<file path="config.mk">
export PLATFORM = sky130hd
export DESIGN_NAME = pftm_tile
export DESIGN_NICKNAME = d
export VERILOG_FILES = /design/src/rtl/core/pftm_pkg.sv /design/src/rtl/core/pftm_tile.sv
export SDC_FILE = /design/constraint.sdc
export NUM_CORES = 2
export LEC_CHECK = 0
export BUFFER_PORTS_ARGS = -buffer_cell sky130_fd_sc_hd__buf_2
export CORE_MARGIN = 2
export CORE_UTILIZATION = 35
export CTS_CLUSTER_DIAMETER = 120
export DETAILED_ROUTE_END_ITERATION = 6
export SYNTH_ARGS = -nofsm -noshare
export SYNTH_HDL_FRONTEND = slang
export SYNTH_SLANG_ARGS = --single-unit
export TNS_END_PERCENT = 30
</file>
<file path="constraint.sdc">
create_clock -name clk -period 91.6 [get_ports clk]
set_clock_uncertainty 0.1 [all_clocks]
set_input_delay 0 -clock clk [delete_from_list [all_inputs] [get_ports clk]]
set_output_delay 0 -clock clk [all_outputs]
set_load 0.005 [all_outputs]
</file>
<file path="src/rtl/core/pftm_pkg.sv">
// shared constants, configuration and pipeline stage types for the floor texel mapper
package pftm_pkg;

  localparam int SCREEN_WIDTH  = 320;
  localparam int SCREEN_HEIGHT = 240;
  localparam int MAP_DIM_MAX   = 4096;
  localparam int DEPTH_OFFSET  = 300;
  localparam int Q14_FRAC      = 14;

  localparam int COL_W  = 9;
  localparam int ROW_W  = 8;
  localparam int Y_W    = 10;
  localparam int DEN_W  = 8;
  localparam int PROD_W = 26;
  localparam int NUM_W  = 42;
  localparam int QUOT_W = 27;
  localparam int POS_W  = 29;
  localparam int HI_W   = 20;
  localparam int MAP_W  = 13;
  localparam int DIM_W  = $clog2(MAP_DIM_MAX);

  localparam logic signed [COL_W:0] X_CENTER = (COL_W + 1)'(SCREEN_WIDTH / 2);
  localparam logic signed [ROW_W:0] Z_CENTER = (ROW_W + 1)'(SCREEN_HEIGHT / 2);
  localparam logic [Y_W-1:0]        Y_OFFSET = Y_W'(DEPTH_OFFSET);
  localparam logic [MAP_W-1:0]      DIM_HI   = MAP_W'(MAP_DIM_MAX);

  typedef enum logic [2:0] {
    REG_SINE       = 3'd0,
    REG_COSINE     = 3'd1,
    REG_ZOOM       = 3'd2,
    REG_CAMERA_X   = 3'd3,
    REG_CAMERA_Z   = 3'd4,
    REG_WRAP_MODE  = 3'd5,
    REG_MAP_WIDTH  = 3'd6,
    REG_MAP_HEIGHT = 3'd7
  } cfg_reg_t;

  typedef struct packed {
    logic signed [15:0] sine;
    logic signed [15:0] cosine;
    logic [15:0]        zoom;
    logic signed [23:0] cam_x;
    logic signed [23:0] cam_z;
    logic               wrap;
    logic [DIM_W-1:0]   w_m1;
    logic [DIM_W-1:0]   h_m1;
  } cfg_t;

  // folded numerators ready for the unsigned divide
  typedef struct packed {
    logic              vld;
    logic [QUOT_W-1:0] ux;
    logic [QUOT_W-1:0] uy;
    logic              sx;
    logic              sy;
    logic [DEN_W-1:0]  den;
  } front_t;

  typedef struct packed {
    logic              vld;
    logic [QUOT_W-1:0] ux;
    logic [QUOT_W-1:0] uy;
    logic              sx;
    logic              sy;
    logic [DEN_W-1:0]  den;
    logic [DEN_W-1:0]  rem_x;
    logic [DEN_W-1:0]  rem_y;
    logic [QUOT_W-1:0] qx;
    logic [QUOT_W-1:0] qy;
  } div_stage_t;

  typedef struct packed {
    logic              vld;
    logic [QUOT_W-1:0] qx;
    logic [QUOT_W-1:0] qy;
    logic              sx;
    logic              sy;
  } quot_t;

  typedef struct packed {
    logic             vld;
    logic [HI_W-1:0]  hix;
    logic [HI_W-1:0]  hiy;
    logic [DIM_W-1:0] rem_x;
    logic [DIM_W-1:0] rem_y;
    logic             lo_x;
    logic             lo_y;
    logic [DIM_W-1:0] cx;
    logic [DIM_W-1:0] cy;
    logic             outside;
  } mod_stage_t;

  typedef struct packed {
    logic [DIM_W-1:0] texel_x;
    logic [DIM_W-1:0] texel_y;
    logic             outside;
  } res_t;

endpackage

</file>
<file path="src/rtl/core/pftm_tile.sv">
// camera offset, clamp test and pipelined modulo for tiled maps
module pftm_tile (
  input  logic                  clk,
  input  logic                  rst_n,
  input  logic                  en,
  input  pftm_pkg::quot_t       qi,
  input  pftm_pkg::cfg_t        cfg,
  output pftm_pkg::mod_stage_t  mo
);
  import pftm_pkg::*;

  // stage p1: floored quotient plus camera position
  logic [QUOT_W:0]         qsx, qsy;
  logic signed [POS_W-1:0] qxe, qye, camxe, camye;
  logic signed [POS_W-1:0] px_nxt, py_nxt;
  logic                    vld_p1_r;
  logic signed [POS_W-1:0] px_p1_r, py_p1_r;

  // stage p2: clamp test, rounding and split of the magnitude
  logic signed [POS_W-1:0] ax, ay;
  logic [HI_W-1:0]         rsx, rsy;
  logic                    outx, outy;
  mod_stage_t              p2_nxt;
  mod_stage_t              p2_r;

  mod_stage_t st_in [HI_W];
  mod_stage_t st_r  [HI_W];

  always_comb begin
    qsx    = qi.sx ? ~{1'b0, qi.qx} : {1'b0, qi.qx};
    qsy    = qi.sy ? ~{1'b0, qi.qy} : {1'b0, qi.qy};
    qxe    = POS_W'($signed(qsx));
    qye    = POS_W'($signed(qsy));
    camxe  = POS_W'(cfg.cam_x);
    camye  = POS_W'(cfg.cam_z);
    px_nxt = qxe + camxe;
    py_nxt = qye + camye;
  end

  always_comb begin
    ax   = px_p1_r[POS_W-1] ? -px_p1_r : px_p1_r;
    ay   = py_p1_r[POS_W-1] ? -py_p1_r : py_p1_r;
    rsx  = px_p1_r[HI_W-1:0] + 20'd128;
    rsy  = py_p1_r[HI_W-1:0] + 20'd128;
    outx = px_p1_r[POS_W-1] || (px_p1_r[POS_W-2:0] > {8'd0, cfg.w_m1, 8'd0});
    outy = py_p1_r[POS_W-1] || (py_p1_r[POS_W-2:0] > {8'd0, cfg.h_m1, 8'd0});
    p2_nxt.vld     = vld_p1_r;
    p2_nxt.hix     = ax[POS_W-2:8];
    p2_nxt.hiy     = ay[POS_W-2:8];
    p2_nxt.rem_x   = '0;
    p2_nxt.rem_y   = '0;
    p2_nxt.lo_x    = ax[7];
    p2_nxt.lo_y    = ay[7];
    p2_nxt.cx      = rsx[HI_W-1:8];
    p2_nxt.cy      = rsy[HI_W-1:8];
    p2_nxt.outside = outx || outy;
  end

  always_ff @(posedge clk) begin
    if (!rst_n) begin
      vld_p1_r <= 1'b0;
      p2_r.vld <= 1'b0;
    end else if (en) begin
      vld_p1_r <= qi.vld;
      p2_r     <= p2_nxt;
    end
  end

  always_ff @(posedge clk) begin
    if (en) begin
      px_p1_r <= px_nxt;
      py_p1_r <= py_nxt;
    end
  end

  // remainder of the texel part by (dim - 1), one bit per stage
  for (genvar k = 0; k < HI_W; k++) begin : g_stage
    localparam int B = HI_W - 1 - k;

    logic [DIM_W:0] tx, ty, dx, dy;
    logic           gex, gey;
    mod_stage_t     nxt;

    if (k == 0) begin : g_first
      assign st_in[k] = p2_r;
    end else begin : g_next
      assign st_in[k] = st_r[k-1];
    end

    always_comb begin
      tx  = {st_in[k].rem_x, st_in[k].hix[B]};
      ty  = {st_in[k].rem_y, st_in[k].hiy[B]};
      dx  = tx - {1'b0, cfg.w_m1};
      dy  = ty - {1'b0, cfg.h_m1};
      gex = tx >= {1'b0, cfg.w_m1};
      gey = ty >= {1'b0, cfg.h_m1};
      nxt = st_in[k];
      nxt.rem_x = gex ? dx[DIM_W-1:0] : tx[DIM_W-1:0];
      nxt.rem_y = gey ? dy[DIM_W-1:0] : ty[DIM_W-1:0];
    end

    always_ff @(posedge clk) begin
      if (!rst_n) begin
        st_r[k].vld <= 1'b0;
      end else if (en) begin
        st_r[k] <= nxt;
      end
    end
  end

  assign mo = st_r[HI_W-1];

endmodule

</file>
==> impl_metrics.env <==
export IMPL_synth_largest_area_cell="edfxtp_1"
export IMPL_crit_buf_inv=6
export IMPL_coreArea_um2=256500
export IMPL_fin_util_pct=40.67
export IMPL_setup_viol=0
export IMPL_io_pins=273
export IMPL_num_rows=186
export IMPL_cp_max_fo=85
export IMPL_layout_nets=7528
export IMPL_syn_area_um2=90090
export IMPL_wl_met3_um=6533
export IMPL_fillers=23400
export IMPL_hold_path_class="in2reg"
export IMPL_preCtsSetupSlack_ps=86240
export IMPL_seqPwrFrac_pct=47.5
export IMPL_ys_async_sr_fraction_pct=0
export IMPL_synth_nets=6938
export IMPL_numCtsBuffers=207
export IMPL_track_usage_pct=12.91
export IMPL_cts_repair_resize_count=0
export IMPL_cap_violations=0
export IMPL_status="completed"
export IMPL_root_buffer="clkbuf_16"
export IMPL_fin_crit_sh_pct=5.367
export IMPL_clock_sinks=1967
export IMPL_p_sw_share_pct=25.27
export IMPL_tns_ps=0
export IMPL_cp_data_required_time_ps=91940
export IMPL_dr_pass1_iters=5
export IMPL_initial_core_util_pct=35.13
export IMPL_dpl_hpwl_um=111900
export IMPL_ant_nets=0
export IMPL_intPower_mw=1.731
export IMPL_antenna_found_initial=5
export IMPL_worst_slack_ps=86680
export IMPL_ir_drop_mv=0.01882
export IMPL_postCtsHoldBufs=198
export IMPL_slowest_stage="buf_4"
export IMPL_crit_path_start_kind="input pin"
export IMPL_cts_setup_buffers=0
export IMPL_multi_input_area_um2=29600
export IMPL_syn_inst=6173
export IMPL_ys_warn_count=0
export IMPL_top_layer="met4"
export IMPL_ys_ff_latch=1967
export IMPL_arrival_ps=5260
export IMPL_yosys_top_cells_area="edfxtp_1, ha_1, mux2_2"
export IMPL_maxSlewHeadroom_pct=17.68
export IMPL_m1WireLength_um=81170
export IMPL_die_x_um=511.3
export IMPL_end_kind="flip-flop"
export IMPL_fin_hold_ws_ps=71.16
export IMPL_grt_ovfl_total=0
export IMPL_cts_buffer_depth=3
export IMPL_fmax_mhz=203.4
export IMPL_rsz0062_at_grt="false"
export IMPL_clkSlewWorstSetupHoldPaths_ps=70
export IMPL_drt_initial_drc_count=3130
export IMPL_cp_top_family="buffers and inverters"
export IMPL_wl_met2_um=79330
export IMPL_gp_congestion=0.8561
export IMPL_power_frac_clock_pct=35.7
export IMPL_htreeDepth=4
export IMPL_slew_violations=0
export IMPL_power_switching_mw=0.5857
export IMPL_ys_flop_type="edfxtp_1"
export IMPL_worstMarginPinSlew_ps=1219
export IMPL_combPwrFrac_pct=16.8
export IMPL_yosys_area_top_type_share_pct=65.47
export IMPL_grt_pass1_wl_um=274100
export IMPL_hold_viol_final=0
export IMPL_grt_max_degree=180
export IMPL_p_leak_nw=38.36
export IMPL_drive_above_1_share_pct=13.67
export IMPL_period_minus_slack_ps=4916
export IMPL_drc=0
export IMPL_first_global_vias=51030
export IMPL_totalWireLength_um=171400
export IMPL_yosys_cell_types_count=77
export IMPL_area_growth_pct=15.79
export IMPL_p_per_area_nw_per_um2=22.21
export IMPL_path_common_cell="buf_4"
export IMPL_portBuffers=223
export IMPL_routedWlPerCell_um=16.61
export IMPL_finalPower_mw=2.317
export IMPL_die_h_um=511.3
export IMPL_seq_area_frac_synth_pct=65.53
export IMPL_viasPerCell=4.912
export IMPL_insertion_delay_ps=840
export IMPL_cts_tree="built"
export IMPL_dieArea_um2=261500
export IMPL_routed_via_count=50700
export IMPL_path_cells="dlygate4sd3_1 > buf_2 > and2_4 > buf_4 > buf_4 > buf_4 > buf_4"
export IMPL_cpPeakStageDelay_ps=940
export IMPL_syn_avg_cell_area_um2=14.59
export IMPL_synth_edff_count=1964
export IMPL_ff_latch_area_um2=59040
export IMPL_worstSetupPathType="in2reg"
## synthesized netlist by cell type (30+ instances only)
master and number:
nor2_1 248, mux2_2 296, a21o_1 191, clkbuf_1 80, o21ai_0 283, and3_1 55, nand4_1 71, ha_1 544
xor2_1 180, o31ai_1 42, fa_1 40, o21a_1 34, nor3_1 86, inv_1 284, nor4_1 31, o21bai_1 30
a211oi_1 43, xnor2_1 279, or3_1 57, edfxtp_1 1964, mux2i_1 85, nand2b_1 33, a21boi_0 33, a21oi_1 350
nand3_1 122, nand2_1 285, nor2b_1 89
## worst reg2reg max path, cell delays in order, from the launching register on
cell      delay (ps)
edfxtp_1         420
ha_1             320
nor2b_1          170
o21bai_1         140
nand3b_1         180
a211oi_1         380
o21ai_0          240
a21oi_1          930
mux2_2           440
## layout by cell type (no fill, tap or decap), types with 180 or more instances in the layout
master	instances
clkbuf_16	208
mux2_2	296
buf_2	223
nor2_1	248
nand2_1	285
a21o_1	191
xnor2_1	279
dlygate4sd3_1	198
ha_1	544
edfxtp_1	1964
a21oi_1	350
o21ai_0	283
xor2_1	180
inv_1	272
## power groups by stage
| stage | registers, mW | logic [mW] | clock network (mW) |
|---|---|---|---|
| 2_1_floorplan | 1.18 | 0.287 | 0 |
| 3_3_place_gp | 1.12 | 0.361 | 0 |
| 3_5_place_dp | 1.12 | 0.369 | 0 |
| 4_1_cts | 1.10 | 0.390 | 0.857 |
| 5_1_grt | 1.11 | 0.435 | 0.892 |
| 6_report | 1.10 | 0.390 | 0.826 |
## per-stage QoR
step                cell area, um^2  cells
finish                       104300  10320
global route                 104300  10320
CTS                          104300  10320
detailed placement            95530   9740
global placement              95530   9740
floorplan                     90090   6173
## logic make-up after synthesis
family          Yosys count  synth area share [%]
flops                  1967                 65.53
buf+inv                 385                 1.624
fa+ha+maj               584                 8.444
mux                     381                 4.644
compound gates         1240                 8.846
simple gates           1157                 6.447
xor+xnor                459                 4.462
## registers in the layout (all words and copies together) (netlist names)
| register | flops |
|---|---|
| px_p1_r | 29 |
| py_p1_r | 29 |
| st_r | 1840 |
| vld_p1_r | 1 |
| g_stage.nxt | 68 |
## metal layers
layer  global-route usage (%)  vias up
li1                         -    24930
met1                    17.58    24530
met2                    21.04      939
met3                    2.185      298
met4                    4.016        0
met5                        0        -
## area by class of cell
cell class / instances / share of cell area (%)
flip-flops and latches: 1967 / 56.60
repair buffers: 482 / 3.433
inverters: 284 / 1.022
clock buffers: 238 / 5.098
well taps: 3384 / 4.059
clock inverters: 143 / 1.414
diodes: 1 / 0.002399
multi-input cells: 3821 / 28.37
## final timing paths
check / start / endpoint / slack (ps) / depth (start not counted)
worst min register to register: st_r[2][276]$_DFFE_PP_ / st_r[3][0]$_DFFE_PP_ / 310 / 0
worst max register to register: st_r[4][39]$_DFFE_PP_ / st_r[4][138]$_DFFE_PP_ / 88040 / 8
worst min-delay path: cfg[3] / st_r[0][31]$_SDFFCE_PP0P_ / 70 / 6
worst max-delay path: rst_n / st_r[3][220]$_DFFE_PP_ / 86680 / 7
Power figures use the tool's default switching activity.
