--- src/rtl/core/pftm_pkg.sv ---
// shared constants, configuration and pipeline stage types for the floor texel mapper
package pftm_pkg;

  localparam int SCREEN_WIDTH  = 320;
  localparam int SCREEN_HEIGHT = 240;
  localparam int MAP_DIM_MAX   = 4096;
  localparam int DEPTH_OFFSET  = 300;
  localparam int Q14_FRAC      = 14;

  localparam int COL_W  = 9;
  localparam int ROW_W  = 8;
  localparam int Y_W    = 10;
  localparam int DEN_W  = 8;
  localparam int PROD_W = 26;
  localparam int NUM_W  = 42;
  localparam int QUOT_W = 27;
  localparam int POS_W  = 29;
  localparam int HI_W   = 20;
  localparam int MAP_W  = 13;
  localparam int DIM_W  = $clog2(MAP_DIM_MAX);

  localparam logic signed [COL_W:0] X_CENTER = (COL_W + 1)'(SCREEN_WIDTH / 2);
  localparam logic signed [ROW_W:0] Z_CENTER = (ROW_W + 1)'(SCREEN_HEIGHT / 2);
  localparam logic [Y_W-1:0]        Y_OFFSET = Y_W'(DEPTH_OFFSET);
  localparam logic [MAP_W-1:0]      DIM_HI   = MAP_W'(MAP_DIM_MAX);

  typedef enum logic [2:0] {
    REG_SINE       = 3'd0,
    REG_COSINE     = 3'd1,
    REG_ZOOM       = 3'd2,
    REG_CAMERA_X   = 3'd3,
    REG_CAMERA_Z   = 3'd4,
    REG_WRAP_MODE  = 3'd5,
    REG_MAP_WIDTH  = 3'd6,
    REG_MAP_HEIGHT = 3'd7
  } cfg_reg_t;

  typedef struct packed {
    logic signed [15:0] sine;
    logic signed [15:0] cosine;
    logic [15:0]        zoom;
    logic signed [23:0] cam_x;
    logic signed [23:0] cam_z;
    logic               wrap;
    logic [DIM_W-1:0]   w_m1;
    logic [DIM_W-1:0]   h_m1;
  } cfg_t;

  // folded numerators ready for the unsigned divide
  typedef struct packed {
    logic              vld;
    logic [QUOT_W-1:0] ux;
    logic [QUOT_W-1:0] uy;
    logic              sx;
    logic              sy;
    logic [DEN_W-1:0]  den;
  } front_t;

  typedef struct packed {
    logic              vld;
    logic [QUOT_W-1:0] ux;
    logic [QUOT_W-1:0] uy;
    logic              sx;
    logic              sy;
    logic [DEN_W-1:0]  den;
    logic [DEN_W-1:0]  rem_x;
    logic [DEN_W-1:0]  rem_y;
    logic [QUOT_W-1:0] qx;
    logic [QUOT_W-1:0] qy;
  } div_stage_t;

  typedef struct packed {
    logic              vld;
    logic [QUOT_W-1:0] qx;
    logic [QUOT_W-1:0] qy;
    logic              sx;
    logic              sy;
  } quot_t;

  typedef struct packed {
    logic             vld;
    logic [HI_W-1:0]  hix;
    logic [HI_W-1:0]  hiy;
    logic [DIM_W-1:0] rem_x;
    logic [DIM_W-1:0] rem_y;
    logic             lo_x;
    logic             lo_y;
    logic [DIM_W-1:0] cx;
    logic [DIM_W-1:0] cy;
    logic             outside;
  } mod_stage_t;

  typedef struct packed {
    logic [DIM_W-1:0] texel_x;
    logic [DIM_W-1:0] texel_y;
    logic             outside;
  } res_t;

endpackage

--- src/rtl/core/pftm_front.sv ---
// front stages: pixel centering, rotation, zoom multiply and sign folding
module pftm_front (
  input  logic                       clk,
  input  logic                       rst_n,
  input  logic                       en,
  input  logic                       in_vld,
  input  logic [pftm_pkg::COL_W-1:0] pixel_col,
  input  logic [pftm_pkg::ROW_W-1:0] pixel_row,
  input  pftm_pkg::cfg_t             cfg,
  output pftm_pkg::front_t           fo
);
  import pftm_pkg::*;

  // stage a: centered coordinates and row distance
  logic signed [COL_W:0]   x_nxt;
  logic [Y_W-1:0]          y_nxt;
  logic signed [ROW_W:0]   z_raw;
  logic signed [ROW_W:0]   z_abs;
  logic                    zneg_nxt;
  logic [DEN_W-1:0]        den_nxt;

  logic                    vld_a_r;
  logic signed [COL_W:0]   x_a_r;
  logic [Y_W-1:0]          y_a_r;
  logic                    zneg_a_r;
  logic [DEN_W-1:0]        den_a_r;

  // stage b: rotation products
  logic signed [Y_W:0]     ys_a;
  logic signed [PROD_W-1:0] pxc_nxt, pys_nxt, pyc_nxt, pxs_nxt;
  logic                    vld_b_r;
  logic signed [PROD_W-1:0] pxc_b_r, pys_b_r, pyc_b_r, pxs_b_r;
  logic                    zneg_b_r;
  logic [DEN_W-1:0]        den_b_r;

  // stage c: rotated point
  logic signed [PROD_W-1:0] rx_nxt, ry_nxt;
  logic                    vld_c_r;
  logic signed [PROD_W-1:0] rx_c_r, ry_c_r;
  logic                    zneg_c_r;
  logic [DEN_W-1:0]        den_c_r;

  // stage d: zoomed numerators
  logic signed [16:0]      zoom_s;
  logic signed [NUM_W-1:0] nx_nxt, ny_nxt;
  logic                    vld_d_r;
  logic signed [NUM_W-1:0] nx_d_r, ny_d_r;
  logic                    zneg_d_r;
  logic [DEN_W-1:0]        den_d_r;

  // stage e: fold sign of the row distance, drop the q14 fraction
  logic signed [NUM_W-1:0] nfx, nfy;
  logic [QUOT_W:0]         shx, shy;
  front_t                  fo_nxt;
  front_t                  fo_r;

  always_comb begin
    x_nxt    = $signed({1'b0, pixel_col}) - X_CENTER;
    y_nxt    = {2'b00, pixel_row} + Y_OFFSET;
    z_raw    = $signed({1'b0, pixel_row}) - Z_CENTER;
    z_abs    = -z_raw;
    zneg_nxt = z_raw[ROW_W];
    if (z_raw == '0) begin
      den_nxt = 8'd1;
    end else if (zneg_nxt) begin
      den_nxt = z_abs[DEN_W-1:0];
    end else begin
      den_nxt = z_raw[DEN_W-1:0];
    end
  end

  always_comb begin
    ys_a    = $signed({1'b0, y_a_r});
    pxc_nxt = x_a_r * cfg.cosine;
    pys_nxt = ys_a * cfg.sine;
    pyc_nxt = ys_a * cfg.cosine;
    pxs_nxt = x_a_r * cfg.sine;
  end

  always_comb begin
    rx_nxt = pxc_b_r + pys_b_r;
    ry_nxt = pyc_b_r - pxs_b_r;
  end

  always_comb begin
    zoom_s = $signed({1'b0, cfg.zoom});
    nx_nxt = rx_c_r * zoom_s;
    ny_nxt = ry_c_r * zoom_s;
  end

  // floor(n / (z * 2^14)) == floor((+-n >>> 14) / |z|); negatives go through ~
  always_comb begin
    nfx        = zneg_d_r ? -nx_d_r : nx_d_r;
    nfy        = zneg_d_r ? -ny_d_r : ny_d_r;
    shx        = nfx[NUM_W-1:Q14_FRAC];
    shy        = nfy[NUM_W-1:Q14_FRAC];
    fo_nxt.vld = vld_d_r;
    fo_nxt.sx  = shx[QUOT_W];
    fo_nxt.sy  = shy[QUOT_W];
    fo_nxt.ux  = shx[QUOT_W] ? ~shx[QUOT_W-1:0] : shx[QUOT_W-1:0];
    fo_nxt.uy  = shy[QUOT_W] ? ~shy[QUOT_W-1:0] : shy[QUOT_W-1:0];
    fo_nxt.den = den_d_r;
  end

  always_ff @(posedge clk) begin
    if (!rst_n) begin
      vld_a_r  <= 1'b0;
      vld_b_r  <= 1'b0;
      vld_c_r  <= 1'b0;
      vld_d_r  <= 1'b0;
      fo_r.vld <= 1'b0;
    end else if (en) begin
      vld_a_r  <= in_vld;
      vld_b_r  <= vld_a_r;
      vld_c_r  <= vld_b_r;
      vld_d_r  <= vld_c_r;
      fo_r     <= fo_nxt;
    end
  end

  always_ff @(posedge clk) begin
    if (en) begin
      x_a_r    <= x_nxt;
      y_a_r    <= y_nxt;
      zneg_a_r <= zneg_nxt;
      den_a_r  <= den_nxt;
      pxc_b_r  <= pxc_nxt;
      pys_b_r  <= pys_nxt;
      pyc_b_r  <= pyc_nxt;
      pxs_b_r  <= pxs_nxt;
      zneg_b_r <= zneg_a_r;
      den_b_r  <= den_a_r;
      rx_c_r   <= rx_nxt;
      ry_c_r   <= ry_nxt;
      zneg_c_r <= zneg_b_r;
      den_c_r  <= den_b_r;
      nx_d_r   <= nx_nxt;
      ny_d_r   <= ny_nxt;
      zneg_d_r <= zneg_c_r;
      den_d_r  <= den_c_r;
    end
  end

  assign fo = fo_r;

endmodule

--- config.mk ---
export PLATFORM = sky130hd
export DESIGN_NAME = pftm_front
export DESIGN_NICKNAME = d
export VERILOG_FILES = /design/src/rtl/core/pftm_pkg.sv /design/src/rtl/core/pftm_front.sv
export SDC_FILE = /design/constraint.sdc
export NUM_CORES = 2
export LEC_CHECK = 0
export BUFFER_PORTS_ARGS = -buffer_cell sky130_fd_sc_hd__clkbuf_2
export CAP_MARGIN = 25
export CORE_ASPECT_RATIO = 0.8
export CORE_MARGIN = 5
export CORE_UTILIZATION = 53
export CTS_BUF_LIST = sky130_fd_sc_hd__clkbuf_2
export CTS_CLUSTER_DIAMETER = 30
export CTS_CLUSTER_SIZE = 30
export DETAILED_ROUTE_END_ITERATION = 10
export PLACE_DENSITY = 0.7
export RECOVER_POWER = 50
export SLEW_MARGIN = 0
export SYNTH_ARGS = -nofsm -noshare
export SYNTH_HDL_FRONTEND = slang
export SYNTH_SLANG_ARGS = --single-unit
--- constraint.sdc ---
create_clock -name clk -period 19.94 [get_ports clk]
set_input_delay 1.994 -clock clk [delete_from_list [all_inputs] [get_ports clk]]
set_output_delay 1.994 -clock clk [all_outputs]
set_load 0.02 [all_outputs]
==> impl_metrics.py <==
metrics = {
    "clocking": {
        "post_cts_buffers": 0,
        "clockBufferDepth": 3,
        "clock-sinks": 365,
        "htreeDepth": 3,
        "tritoncts": "done",
        "hold_buffers": 0,
        "root_buffer": "clkbuf_2",
        "cts_buffers": 83,
        "clk_latency_ns": 1.43,
        "cts_resized": 0,
        "clkTransAtPathRegs_ns": 0.17,
    },
    "cells_and_area": {
        "seq_area_um2": 10900,
        "area_delta_synth_final_pct": 4.72,
        "nets": 8994,
        "final_common_cell": "inv_1",
        "multi_input_area_um2": 49900,
        "drive_above_1_share": 0.0487,
        "final_cell_mix": "1638 x inv_1, 1364 x fa_1, 863 x nand2_1, 683 x and2_1, 499 x ha_1",
        "fillCellCount": 11100,
    },
    "logic_synthesis": {
        "synth_nets": 9016,
        "synth_area_um2": 68100,
        "synth-xor-area-share": 0.0467,
        "async_reset_ff_frac": 0,
        "avgSynthCellArea_um2": 9.71,
        "synthAdderAreaFrac": 0.493,
        "synth-compound-area-share": 0.0529,
        "ys_ff_latch": 365,
        "synth_cells": 7011,
        "synth_ff_type": "edfxtp_1",
        "synth_edf_count": 360,
        "muxShareOfSynthArea": 0.00103,
        "ys_types": 58,
        "synth_top_family_by_area": "adder cells",
        "ys_warn_count": 0,
        "seq_area_frac_synth": 0.160,
        "synth-simple-area-share": 0.140,
    },
    "sta": {
        "fin_setup_tns_ns": 0,
        "grt_setup_unrepaired": "false",
        "fin_crit_ns": 9.69,
        "report.final.slew_viol_count": 370,
        "hold_viol_final": 0,
        "hold_slack_ns": 0.407,
        "worstMarginPinSlew_ns": 5.64,
        "relSlewSlack": -2.76,
        "fin_ws_ns": 10.25,
        "clock_skew_ns": 0.125,
        "setup_viol": 0,
        "timing.final.crit_share": 0.486,
        "fmax_mhz": 103,
    },
    "grt": {
        "grt_overflow": 0,
        "grt_usage": 0.245,
        "grt_max_degree": 89,
        "grt_pass1_wl_mm": 264,
        "grt_pass1_vias": 50700,
        "antenna_found_initial": 9,
    },
    "detailed_routing": {
        "via_count": 46500,
        "drt_iter0_drc": 3191,
        "first_pass_iters": 5,
        "vias_per_cell": 5.33,
        "detail_route.wl_per_cell_um": 18.1,
        "drc_errors": 0,
        "drtAntennaViolNets": 0,
        "wirelength_mm": 158,
    },
    "floorplan": {
        "num_rows": 117,
        "io_pins": 207,
        "die_y_um": 331,
        "start_util": 0.534,
        "die_x_um": 411,
        "dieArea_um2": 136000,
        "core_um2": 127000,
    },
    "setup_path": {
        "worst_ep_arrival_time_ns": 10.83,
        "start_kind": "primary input",
        "slowest_stage": "clkbuf_1",
        "crit_fanout": 48,
        "cpPeakStageDelay_ns": 2.07,
        "required_ns": 21.08,
        "end_kind": "register",
        "crit_type": "in -> reg",
        "path_common_cell": "fa_1",
        "worstPathCellList": "clkbuf_1 > clkbuf_1 > nand2_1 > fa_1 > fa_1 > inv_1 > fa_1 > inv_1 > fa_1 > inv_1 > ha_1 > nand3_1 > or3_1 > o22ai_1 > nor3_1 > a211oi_1 > a21o_1 > a21oi_1 > xnor2_1",
    },
    "place": {
        "port_buffers": 133,
        "dp.final_hpwl_mm": 120,
        "gp_congestion": 0.861,
        "place_ws_ns": 10.27,
    },
    "outcome": {
        "status": "finished with violations",
        "violations": "max-capacitance violations, max-slew violations",
    },
    "flow_run": {
        "max_cap_viol_count": 6,
    },
    "min_path": {
        "hp-class": "reg -> reg",
    },
}
[path summary, 6_finish.rpt]
path | start | end | slack [ns] | cells after the start
setup / recovery | cfg[73] | ny_d_r[35] | 10.25 | 19
hold reg to reg | den_c_r[0] | den_d_r[0] | 0.41 | 0
setup reg to reg | rx_c_r[25] | nx_d_r[39] | 12.11 | 21
hold / removal | den_c_r[0] | den_d_r[0] | 0.41 | 0
[per-stage QoR]
stage                      util  instances  area [µm²]
final                     0.560       8734       71300
after global routing      0.560       8734       71300
after floorplan               -       7011       68100
after global placement    0.551       8568       70100
after detailed placement  0.551       8569       70100
after CTS                 0.560       8723       71300
[state kept, by name (all words and copies together) (netlist names), 10 cells and up]
name / cells
fo: 65
nx_d_r: 42
ny_d_r: 42
pxc_b_r: 26
pxs_b_r: 26
pyc_b_r: 26
pys_b_r: 26
rx_c_r: 26
ry_c_r: 26
x_a_r: 10
y_a_r: 10
[critical path: cells and delay by family]
kind | cells | cell delay (ns)
AO/OA/AOI/OAI | 4 | 0.92
XOR/XNOR | 1 | 0.36
AND/OR/NAND/NOR | 4 | 1.61
buffers and inverters | 5 | 2.89
adder cells (fa/ha/maj) | 5 | 3.02
[kinds of logic (layout without fill, tap and decap cells)]
family	Yosys count	in the layout
other	0	10
buffers and inverters	1930	1977
DFF	365	365
xor gates and xnor gates	362	362
muxes	7	7
adders and majority gates	1863	1863
and+or+nand+nor	1921	1921
AOI/OAI and AO/OA	563	563
[synthesized netlist by cell type (7+ instances only)]
master / number / area (µm²)
nand3_1: 29 / 145
mux2i_1: 7 / 70.1
xnor2_1: 294 / 2570
a2111oi_0: 8 / 70.1
a211oi_1: 21 / 158
ha_1: 499 / 6240
o21bai_1: 23 / 173
nor2b_1: 31 / 194
nand2b_1: 45 / 282
and2_1: 699 / 4370
nand4_1: 14 / 87.6
o31ai_1: 20 / 150
or3_1: 21 / 131
a21o_1: 73 / 548
nor4_1: 13 / 81.3
o21ai_0: 116 / 581
fa_1: 1364 / 27300
inv_1: 1638 / 6150
edfxtp_1: 360 / 10800
nand2_1: 863 / 3240
a21oi_1: 174 / 871
nor2_1: 130 / 488
nor3_1: 31 / 155
clkbuf_1: 287 / 1080
o41ai_1: 7 / 61.3
o21a_1: 38 / 285
a211o_1: 10 / 87.6
and3_1: 16 / 100
xor2_1: 67 / 587
or2_2: 11 / 68.8
a31oi_1: 9 / 56.3
[layout make-up]
| class | count | share of cell area |
|---|---|---|
| antenna | 10 | 0.000351 |
| clock buffer | 86 | 0.00604 |
| clock inverter | 68 | 0.00978 |
| inverter | 1638 | 0.0863 |
| multi-input combinational | 4716 | 0.700 |
| sequential | 365 | 0.153 |
| tap | 1666 | 0.0292 |
| timing repair buffer | 185 | 0.0148 |
[metal layers]
metal  routed length (µm)  share of wire  up-vias  GRT usage
met2                70700           0.45     1652      0.391
li1                     -              -    21100          -
met5                   53        0.00034        -          0
met4                 5190          0.033        8     0.0743
met1                68300           0.43    23400      0.335
met3                13800          0.087      329     0.0599
Power is left out: the tool's default activity adds up to more than one toggle a clock period on the data nets, which glitch-free logic cannot reach.
